<file path="src/rtl/core/smtc_pkg.sv">
// Shared types and field widths for the subarray mean threshold counter.
`default_nettype none

package smtc_pkg;

    localparam int SAMPLE_W = 32;
    localparam int RUNS_W   = 11;
    localparam int TOTAL_W  = 20;

    // Control word that travels with each item down the cell chain.
    typedef struct packed {
        logic valid;   // slot holds an item
        logic start;   // item opened a new sequence
        logic skip;    // store was full: no write, no count
    } ctrl_t;

endpackage

`default_nettype wire

</file>
<file path="src/rtl/core/smtc_cell.sv">
// One chain cell: holds one stored prefix and counts it against the passing item.
`default_nettype none

module smtc_cell #(
    parameter int CELL_IDX = 0,
    parameter int IDX_W    = 10,
    parameter int CNT_W    = 11,
    parameter int PFX_W    = 43
) (
    input  wire                     aclk,
    input  wire                     aresetn,
    input  wire                     en,
    input  smtc_pkg::ctrl_t         ctrl_i,
    input  wire [IDX_W-1:0]         idx_i,
    input  wire [CNT_W-1:0]         cnt_i,
    input  wire signed [PFX_W-1:0]  pre_i,
    input  wire signed [PFX_W-1:0]  newp_i,
    output smtc_pkg::ctrl_t         ctrl_o,
    output logic [IDX_W-1:0]        idx_o,
    output logic [CNT_W-1:0]        cnt_o,
    output logic signed [PFX_W-1:0] pre_o,
    output logic signed [PFX_W-1:0] newp_o
);

    smtc_pkg::ctrl_t         ctrl_reg;
    logic [IDX_W-1:0]        idx_reg;
    logic [CNT_W-1:0]        cnt_reg;
    logic [CNT_W-1:0]        cnt_next;
    logic signed [PFX_W-1:0] pre_reg;
    logic signed [PFX_W-1:0] newp_reg;
    logic signed [PFX_W-1:0] store_reg;
    logic signed [PFX_W-1:0] cmp_val;
    logic                    live;
    logic                    write_here;
    logic                    in_range;

    always_comb begin
        live       = ctrl_i.valid && !ctrl_i.skip;
        write_here = live && (idx_i == IDX_W'(CELL_IDX));
        // cells up to the item's own slot hold prefixes of its sequence
        in_range   = live && (IDX_W'(CELL_IDX) <= idx_i);
        cmp_val    = write_here ? pre_i : store_reg;
        cnt_next   = cnt_i + CNT_W'(in_range && (cmp_val <= newp_i));
    end

    always_ff @(posedge aclk) begin
        if (!aresetn) begin
            ctrl_reg <= '0;
        end else if (en) begin
            ctrl_reg <= ctrl_i;
        end
    end

    always_ff @(posedge aclk) begin
        if (en) begin
            idx_reg  <= idx_i;
            cnt_reg  <= cnt_next;
            pre_reg  <= pre_i;
            newp_reg <= newp_i;
            if (write_here) begin
                store_reg <= pre_i;
            end
        end
    end

    assign ctrl_o = ctrl_reg;
    assign idx_o  = idx_reg;
    assign cnt_o  = cnt_reg;
    assign pre_o  = pre_reg;
    assign newp_o = newp_reg;

endmodule

`default_nettype wire

</file>
<file path="config.mk">
export PLATFORM = sky130hd
export DESIGN_NAME = smtc_cell
export DESIGN_NICKNAME = d
export VERILOG_FILES = /design/src/rtl/core/smtc_pkg.sv /design/src/rtl/core/smtc_cell.sv
export SDC_FILE = /design/constraint.sdc
export NUM_CORES = 1
export LEC_CHECK = 0
export ABC_AREA = 1
export BUFFER_PORTS_ARGS = -buffer_cell sky130_fd_sc_hd__buf_2
export CAP_MARGIN = 20
export CELL_PAD_IN_SITES_DETAIL_PLACEMENT = 1
export CELL_PAD_IN_SITES_GLOBAL_PLACEMENT = 2
export CORE_ASPECT_RATIO = 2
export CORE_MARGIN = 8
export CORE_UTILIZATION = 32
export CTS_CLUSTER_SIZE = 28
export DETAILED_ROUTE_END_ITERATION = 7
export HOLD_SLACK_MARGIN = 0.03
export PLACE_DENSITY = 0.77
export SLEW_MARGIN = 20
export SYNTH_ARGS = -nofsm -noshare
export SYNTH_HDL_FRONTEND = slang
export SYNTH_SLANG_ARGS = --single-unit
</file>
<file path="constraint.sdc">
create_clock -name aclk -period 4.5 [get_ports aclk]
set_clock_uncertainty 0.2 [all_clocks]
set_input_delay 0.225 -clock aclk [delete_from_list [all_inputs] [get_ports aclk]]
set_output_delay 0.225 -clock aclk [all_outputs]
set_load 0.01 [all_outputs]
</file>
Word level (Yosys, flattened, before mapping)

Index checks and enable logic that the tools add are counted.

Input port bits: 113
Logic and storage cells: 18
Register bits: 153
Output and inout port bits: 110

Reductions and logical operators: 6
Mux-type cells: 1
Add/subtract/negate cells: 1
$lt $le $gt $ge: 2

Operators by type and width:

| operator                                                               | number |
|---|---|
| 43-bit <= comparator                                                   | 1 |
| 43-bit 2-to-1 mux                                                      | 1 |
| 11-bit by 1-bit adder with 11-bit output                               | 1 |
| 1-bit by 10-bit <= comparator with 1-bit output (first input constant) | 1 |
| 10-bit logical NOT                                                     | 1 |
| 1-bit logical AND                                                      | 4 |
| 1-bit logical NOT                                                      | 1 |

Longest topological paths before layout

Gate-level depths: netlist (run 1).

Depth after elaboration: 7
Depth in mapped cells: 29

Least setup slack after synthesis (run 1)

Ideal clock, no wire load.

Path kind: input to register
Start point: input port idx_i[3]
End point: register cnt_reg[10], in the netlist cnt_o[10] (data pin)
Setup slack: 0.952 ns
Path buffers: 1
Arrival: 3.090 ns
Cell stages on the path: 22
Library setup time: 0.258 ns
Cell sequence: nor4_4 -> nand4_4 -> clkbuf_1 -> nor2_1 -> nor2_1 -> ha_1 -> nand4_1 -> nor2_1 -> nand2_1 -> nor2_1 -> nand2_1 -> nand3_1 -> nand2_1 -> nand3_1 -> nand2_1 -> inv_1 -> ha_1 -> ha_1 -> nand3_1 -> nor4_2 -> nand3_1 -> xnor2_1

Word-level cells in the longest chain between the ends: 6
Elaborated cells on any way between the ends: 8

RTL lines:

| item                                     | RTL line        | source |
|---|---|---|
| start, declared                          | smtc_cell.sv:14 | `input wire [IDX_W-1:0] idx_i,` |
| 10-bit logical NOT                       | smtc_cell.sv:39 | `write_here = live && (idx_i == IDX_W'(CELL_IDX));` |
| 1-bit logical AND                        | smtc_cell.sv:39 |  |
| 43-bit 2-to-1 mux                        | --              |  |
| via cmp_val[42]                          | smtc_cell.sv:32 | `logic signed [PFX_W-1:0] cmp_val;` |
| 43-bit <= comparator                     | smtc_cell.sv:43 | `cnt_next = cnt_i + CNT_W'(in_range && (cmp_val <= newp_i));` |
| 1-bit logical AND                        | smtc_cell.sv:43 |  |
| 11-bit by 1-bit adder with 11-bit output | smtc_cell.sv:43 |  |
| via cnt_next[10]                         | smtc_cell.sv:28 | `logic [CNT_W-1:0] cnt_next;` |
| end signal, assigned                     | smtc_cell.sv:57 | `cnt_reg <= cnt_next;` |
| end, declared                            | smtc_cell.sv:27 | `logic [CNT_W-1:0] cnt_reg;` |

The timed path passes the listed nets, and every way through them passes these cells.
A chain may end at the register's enable or synchronous reset.

Worst setup path after layout (run 1)

Start point: input port idx_i[5]
End point: register cnt_reg[10], in the netlist cnt_o[10] (data pin)

Same word-level chain as after synthesis.

==> results.cfg, run 1 <==
[yosys]
netlist_instances = 543
synth_flop_cell = edfxtp_1
synth_compound_area_frac = 0.0211
synth_top_family_by_area = simple AND/OR/NAND/NOR gates
ys_seq_area_frac = 0.688
ys_ff_latch = 153
yosys_warnings = 0
synth_top_area_frac = 0.679
syn_nets = 701
synth.area.top_cells = edfxtp_1, ha_1, nor2_1
synthMuxAreaShare = 0
yosys-top-cells-count = edfxtp_1, nor2_1, inv_1, nand2_1, ha_1
synthSimpleGateAreaFrac = 0.148
yosys.cell_count.top_type = edfxtp_1
synth_cell_types = 22
synthArstFlopShare = 0
syn_area_per_cell_sq_um = 12.2
synth-adder-area-share = 0.0849
synth_top_cell_by_area = edfxtp_1
syn_area_sq_um = 6630
synth_xor_area_frac = 0.00925
synth_edf_count = 150

[sta]
finalSetupTns_ns = 0
rsz0062_at_grt = yes
fin_crit_ns = 4.27
hold_viol = 0
timing.fmax_mhz = 234
worst_pin_slew_ns = 0.882
setup_viol = 0
slew_headroom = 0.412
slew_viol_final = 0
fin_crit_sh = 0.949

[floorplanning]
die_h_um = 220
start_util = 0.326
ios = 223
die-area_sq_um = 25900
die_w_um = 118
fp.coreArea_sq_um = 20400
rows = 74

[power]
power.leakage_nw = 4.49
vdd_drop_max_mv = 0.226
powerDensity_nw_per_um2 = 364
total_power_mw = 3.60

[placed_design]
hpwl_mm = 15.0
gp_congestion = 0.777
port_buffers = 222

[routing]
route.vias.total = 5309
drt-total-wl_mm = 21.4
drtPass1Iterations = 4
viasPerCell = 4.50
wire_per_inst_um = 18.1
drcViolationCount = 0
ant_nets = 0
detail_route.iter0.violations = 162

[global_route]
grt_antenna_before_repair = 2
grtUsageTotal = 0.165
grt_overflow = 0
grt_max_degree = 92
grt_pass1_vias = 6118
grt_first_pass_wirelength_mm = 32.6

[clock_tree]
numCtsBuffers = 17
htreeDepth = 4
root_buffer = clkbuf_16
clk_pin_slew_worst_paths_ns = 0.06
tritoncts = yes
cts.sinks = 153
clk_latency_ns = 0.43
cts_buffer_depth = 2

[layout]
nets = 1057
final_layout_size_suffix_gt1_frac = 0.305
synthToLayoutAreaGrowth_pct = 49.2
seq_area_sq_um = 4560
multi_input_area_sq_um = 1790
fill_cells = 2256

[worst_setup_path]
end_kind = register
crit_fanout = 17
path_buf_inv = 5
start_kind = primary input
required_ns = 4.48
critPathArrivalTime_ns = 4.25
crit_family = simple AND/OR/NAND/NOR gates
crit_path_max_incr_delay_ns = 0.55
path_class = primary input to register
crit_slowest_cell = dlygate4sd3_1

[status]
outcome = complete, no violations

[flow_run]
maxCapViolations = 0

[worst_hold_path]
hp-class = primary input to register
## area by class of cell
cell class | instances | area share
timing repair buffer | 345 | 0.238
multi-input combinational | 312 | 0.180
inverter | 70 | 0.0268
clock buffer | 19 | 0.0438
tap | 266 | 0.0336
clock inverter | 13 | 0.0156
antenna | 2 | 0.000506
sequential | 153 | 0.461
## timing repair
action                     in CTS  in global routing
hold endpoints to repair      144                  0
setup endpoints to repair       0                  5
gates resized for setup         0                 21
setup buffers                   0                  4
hold buffers                  112                  0
## metal layers
layer	GRT usage	share of wire	wire length [um]
met5	0	0	0
met4	0.106	0.045	967
met3	0.0405	0.046	983
met2	0.329	0.58	12500
met1	0.142	0.33	6970
## kinds of logic after synthesis
family,after synthesis
XOR/XNOR,7
adder cells (fa/ha/maj),45
buffers and inverters,78
AND/OR/NAND/NOR,234
AO/OA/AOI/OAI,26
flip-flops,153
## power by group
part           switching, mW  internal, mW
registers             0.0280          1.68
logic                  0.253         0.211
clock network          0.567         0.866
## metrics by stage
step | area, sq um | utilization | cells | worst slack [ns] | hold WS (ns)
floorplan | 6630 | - | 543 | 0.952 | 0.114
global placement | 8070 | 0.396 | 1030 | 0.323 | 0.220
detailed placement | 8070 | 0.396 | 1030 | 0.177 | 0.219
CTS | 9780 | 0.480 | 1174 | 0.0495 | 0.103
global route | 9890 | 0.486 | 1180 | -0.0678 | 0.175
finish | 9890 | 0.486 | 1180 | 0.228 | 0.175
## worst reg2reg max path, cell delays in order, from the launching register on
cell      delay [ns]
edfxtp_1        0.37
nor2_1          0.11
nor2_1          0.07
ha_1            0.33
nand4_1         0.16
nor2_1          0.22
nand2_1         0.10
nor2_1          0.11
nand2_1         0.07
nand3_1         0.09
nand2_1         0.05
nand3_1         0.09
nand2_1         0.06
inv_1           0.06
ha_1            0.15
ha_1            0.20
nand3_2         0.14
nor4_4          0.29
nand3_1         0.14
xnor2_1         0.15
## final timing paths
check,start,to,slack (ns),cells after the start
setup / recovery,idx_i[5],cnt_o[10]$_DFFE_PP_,0.23,25
hold / removal,en,store_reg[12]$_DFFE_PP_,0.17,1
setup reg to reg,store_reg[42]$_DFFE_PP_,cnt_o[10]$_DFFE_PP_,1.11,19
hold reg to reg,store_reg[0]$_DFFE_PP_,store_reg[0]$_DFFE_PP_,0.38,2
## placed cells by master (no fill, tap or decap), drive strengths merged
cell and count:
xnor2 2, a21o 4, clkinvlp 3, diode 2
nand3 9, nand4 9, nor2 149, nand2 60
dfxtp 3, dlygate4sd3 112, buf 233, a21oi 18
o21ai 4, inv 70, clkinv 7, edfxtp 150
bufinv 3, nor4 4, ha 45, nor3 2
nand3b 1, clkbuf 19, xor2 5
No activity file was read; power rests on OpenSTA's default activity.
==> inputs of run 2 (changes only) <==
--- a/config.mk
+++ b/config.mk
@@ -8,3 +8,2 @@
 export ABC_AREA = 1
-export BUFFER_PORTS_ARGS = -buffer_cell sky130_fd_sc_hd__buf_2
 export CAP_MARGIN = 20
@@ -14,7 +13,8 @@
 export CORE_MARGIN = 8
-export CORE_UTILIZATION = 32
+export CORE_UTILIZATION = 40
 export CTS_CLUSTER_SIZE = 28
 export DETAILED_ROUTE_END_ITERATION = 7
+export DONT_BUFFER_PORTS = 1
 export HOLD_SLACK_MARGIN = 0.03
-export PLACE_DENSITY = 0.77
+export PLACE_DENSITY = 0.76
 export SLEW_MARGIN = 20
==> constraint.sdc (replaced) <==
create_clock -name aclk -period 4.5 [get_ports aclk]
set_clock_uncertainty 0.2 [all_clocks]
set_input_delay 0.9 -clock aclk [delete_from_list [all_inputs] [get_ports aclk]]
set_output_delay 0.9 -clock aclk [all_outputs]
set_load 0.01 [all_outputs]
==> results.cfg, run 2 (same netlist as run 1, synthesis figures left out) <==
[global_route]
grt_max_degree = 156
grtUsageTotal = 0.162
grt_first_pass_wirelength_mm = 25.2
grt_antenna_before_repair = 0
grt_pass1_vias = 4567
grt_overflow = 0

[layout]
post-route-util = 0.480
instances_no_fill = 801
fin_area_sq_um = 7810
nets = 742
final_cell_mix = edfxtp_1, nor2_1, inv_1
final_layout_size_suffix_gt1_frac = 0.132
n_antenna_cell = 0
synthToLayoutAreaGrowth_pct = 17.8
layout_commonest_cell = edfxtp_1

[worst_setup_path]
start_kind = primary input
r2r_slack_ns = 1.09
path_class = primary input to register
crit_slowest_cell = nor4_4
required_ns = 4.46
critPathArrivalTime_ns = 4.32
crit_path_max_incr_delay_ns = 0.34
crit_fanout = 13
path_buf_inv = 3
end_kind = register
crit_chain = nor4_4 > nand4_4 > inv_4 > buf_12 > nor2_1 > nor2_1 > ha_4 > a21o_1 > nor2_1 > nand2_1 > a21oi_2 > nand4_1 > nand3_2 > nand2_1 > inv_1 > ha_4 > ha_4 > nand3_4 > nor4_4 > nand3_2 > xnor2_2
crit_family = simple AND/OR/NAND/NOR gates

[floorplanning]
die-area_sq_um = 21200
fp.coreArea_sq_um = 16300
ios = 223
rows = 66
die_h_um = 198
start_util = 0.408
die_w_um = 107

[worst_hold_path]
hp-class = primary input to register

[placed_design]
placed_cell_area_sq_um = 7060
gp_congestion = 0.781
port_buffers = 0
placed_cells = 764
hpwl_mm = 13.5

[clock_tree]
cts_buffer_depth = 2
root_buffer = clkbuf_16
hold_buffers = 0
clk_pin_slew_worst_paths_ns = 0.06
numCtsBuffers = 17
cts.sinks = 153
clk_latency_ns = 0.42
tritoncts = yes
htreeDepth = 4

[sta]
timing.fmax_mhz = 229
setup_viol = 0
slew_viol_final = 0
fin_crit_sh = 0.969
worst_pin_slew_ns = 0.352
holdWs_ns = 0.372
finalSetupTns_ns = 0
fin_crit_ns = 4.36
slew_headroom = 0.764
hold_viol = 0

[routing]
detail_route.iter0.violations = 133
ant_nets = 0
drcViolationCount = 0
route.vias.total = 4050
drtPass1Iterations = 4
wire_per_inst_um = 21.8
drt-total-wl_mm = 17.5
viasPerCell = 5.06

[power]
powerDensity_nw_per_um2 = 425
power.leakage_nw = 3.26
vdd_drop_max_mv = 0.255

[flow_run]
maxCapViolations = 0

[status]
outcome = complete, no violations
## run 2: cell count changes in the layout (fill, tap and decap cells not counted), sizes merged
cell,delta
buf,-204
clkbuf,+2
clkinv,+1
clkinvlp,-2
diode,-2
dlygate4sd3,-112
## run 2: metal layers
layer,track usage,routed length [um],share of wire,vias up
met5,0,0,0,-
met2,0.310,10100,0.58,150
met4,0.0756,357,0.020,0
met1,0.137,5510,0.32,1958
li1,-,-,-,1916
met3,0.0681,1520,0.087,26
## run 2: per-stage QoR
step                      total power, mW  worst slack [ns]
after floorplan                      1.89             0.277
after global placement               1.95            -0.251
final                                3.32             0.138
after detailed placement             1.96            -0.447
after global routing                 3.44            -0.127
after CTS                            3.36            0.0459
## run 2: cell type report
class	instances	area, sq um
sequential	153	4560
clock inverter	12	131
fill	1670	8460
timing repair buffer	30	304
clock buffer	20	437
multi-input combinational	312	1850
tap	204	255
inverter	70	265
## run 2: path summary, 6_finish.rpt
path                                              start  cells past startpoint                endpoint
worst max register to register  store_reg[26]$_DFFE_PP_                     19     cnt_o[10]$_DFFE_PP_
worst max-delay path                           idx_i[8]                     21     cnt_o[10]$_DFFE_PP_
worst min-delay path                          pre_i[36]                      0     pre_o[36]$_DFFE_PP_
worst min register to register   ctrl_o[0]$_SDFFE_PN0P_                      2  ctrl_o[0]$_SDFFE_PN0P_
## run 2: report_power, final
part / internal [mW] / switching, mW
clock network: 0.858 / 0.525
registers: 1.69 / 0.0837
logic: 0.0709 / 0.0975
total: 2.62 / 0.706
## run 2: what timing repair did
item,in CTS,in global routing
gates resized for setup,1,26
setup buffers,0,4
gates cloned,0,1
endpoints found under the hold margin,0,0
pin swaps,0,9
setup endpoints to repair,1,4
==> inputs of run 3 (changes only) <==
==> constraint.sdc (replaced) <==
create_clock -name aclk -period 4.5 [get_ports aclk]
set_clock_uncertainty 0.2 [all_clocks]
set_input_delay 0.675 -clock aclk [delete_from_list [all_inputs] [get_ports aclk]]
set_output_delay 0.675 -clock aclk [all_outputs]
set_load 0.01 [all_outputs]
==> results.cfg, run 3 (same netlist as run 1, synthesis figures left out) <==
[status]
outcome = complete, no violations

[clock_tree]
htreeDepth = 4
root_buffer = clkbuf_16
cts.sinks = 153
cts_buffer_depth = 2
post_cts_buffers = 0
clk_latency_ns = 0.43
hold_buffers = 0
tritoncts = yes
cts_resized = 0
clk_pin_slew_worst_paths_ns = 0.07
numCtsBuffers = 17

[sta]
worst_pin_slew_ns = 0.382
slew_headroom = 0.743
setup_ws_ns = 0.393
finalSetupTns_ns = 0
fin_crit_sh = 0.913
rsz0062_at_grt = no
slew_viol_final = 0
setup_viol = 0
timing.fmax_mhz = 243
holdWs_ns = 0.139
fin_crit_ns = 4.11
hold_viol = 0

[power]
vdd_drop_max_mv = 0.237
p_sw_mw = 0.757
seqPwrFrac = 0.533
power.leakage_nw = 3.12
total_power_mw = 3.32
p_comb_frac = 0.045
powerDensity_nw_per_um2 = 441
intPower_mw = 2.56
p_sw_frac = 0.228
clkPwrFrac = 0.422

[placed_design]
placed_cells = 748
port_buffers = 0
place_ws_ns = -0.170
gp_congestion = 0.764
hpwl_mm = 12.7

[worst_setup_path]
worstRegToRegCells = 17
crit_fanout = 30
crit_slowest_cell = nor4_4
critPathArrivalTime_ns = 4.08
end_kind = register
crit_path_max_incr_delay_ns = 0.31
start_kind = primary input
required_ns = 4.47
cpMostUsedCell = nand2_1
path_class = primary input to register
crit_chain = nor4_4 > nand4_4 > inv_2 > buf_12 > nor2_1 > nor2_1 > ha_1 > nand2_1 > inv_1 > nand2_1 > nand2_1 > nand2_1 > nand3_1 > nand2_1 > nand4_1 > nand3_1 > nand2_1 > inv_1 > ha_1 > ha_1 > nand3_1 > nor4_4 > nand3_1 > xnor2_1

[global_route]
grt_antenna_before_repair = 0
grt_pass1_vias = 4386
grt_max_degree = 156
grtUsageTotal = 0.160
grt_overflow = 0
grt_first_pass_wirelength_mm = 24.7

[routing]
route.vias.total = 3912
highest_layer = met4
wire_per_inst_um = 21.6
drcViolationCount = 0
wl_met3_mm = 1.51
drtPass1Iterations = 5
viasPerCell = 5.02
wl_met1_mm = 5.56
detail_route.iter0.violations = 199
met2_length_mm = 9.38
ant_nets = 0
drt-total-wl_mm = 16.8

[layout]
fill_cells = 1648
instances_no_fill = 780
seq_area_sq_um = 4560
multi_input_area_sq_um = 1750
final_cell_mix = edfxtp_1, nor2_1, inv_1
layout_commonest_cell = edfxtp_1
final_layout_size_suffix_gt1_frac = 0.0781
n_antenna_cell = 0
synthToLayoutAreaGrowth_pct = 13.4
nets = 721

[floorplanning]
die_w_um = 107
rows = 66
start_util = 0.408
die-area_sq_um = 21200
ios = 223
fp.coreArea_sq_um = 16300
die_h_um = 198

[worst_hold_path]
hold_depth = 0
hp-class = primary input to register

[flow_run]
maxCapViolations = 0
-- run 3: changes by cell type in the layout (fill, tap and decap cells not counted), sizes merged --
cell      change
bufinv        -1
inv           +1
clkbuf        -4
clkinv        -1
buf          -20
clkinvlp      +4
-- run 3: worst paths after layout --
path / from / endpoint / slack [ns]
setup / recovery: idx_i[3] / cnt_o[10]$_DFFE_PP_ / 0.39
hold / removal: newp_i[36] / newp_o[36]$_DFFE_PP_ / 0.14
setup reg to reg: store_reg[6]$_DFFE_PP_ / cnt_o[10]$_DFFE_PP_ / 1.05
hold reg to reg: store_reg[0]$_DFFE_PP_ / store_reg[0]$_DFFE_PP_ / 0.37
-- run 3: routing by layer --
layer | vias up | track usage
met4 | 0 | 0.0714
met3 | 20 | 0.0690
li1 | 1869 | -
met5 | - | 0
met2 | 161 | 0.294
met1 | 1862 | 0.146
-- run 3: through the flow --
step / utilization / area [sq um]
after floorplan: - / 6630
after global placement: 0.426 / 6930
after detailed placement: 0.426 / 6930
after CTS: 0.462 / 7510
after global routing: 0.462 / 7520
final: 0.462 / 7520
-- run 3: power groups by stage --
| stage | Sequential [mW] | Combinational, mW | Clock, mW |
|---|---|---|---|
| global placement | 1.80 | 0.144 | 0 |
| global route | 1.78 | 0.177 | 1.48 |
| floorplan | 1.78 | 0.109 | 0 |
| finish | 1.77 | 0.150 | 1.40 |
| detailed placement | 1.80 | 0.153 | 0 |
| CTS | 1.77 | 0.156 | 1.43 |
-- run 3: critical path, delay by kind of cell --
kind / cells / cell delay (ns)
XOR/XNOR: 1 / 0.15
AND/OR/NAND/NOR: 16 / 2.13
buffers and inverters: 4 / 0.48
adder cells (fa/ha/maj): 3 / 0.62
-- run 3: cell type report --
cell class | instances | area share
Clock inverter | 15 | 0.0205
Tap cell | 204 | 0.0339
Multi-Input combinational cell | 312 | 0.233
Sequential cell | 153 | 0.607
Timing Repair Buffer | 9 | 0.0140
Inverter | 70 | 0.0349
Clock buffer | 17 | 0.0566
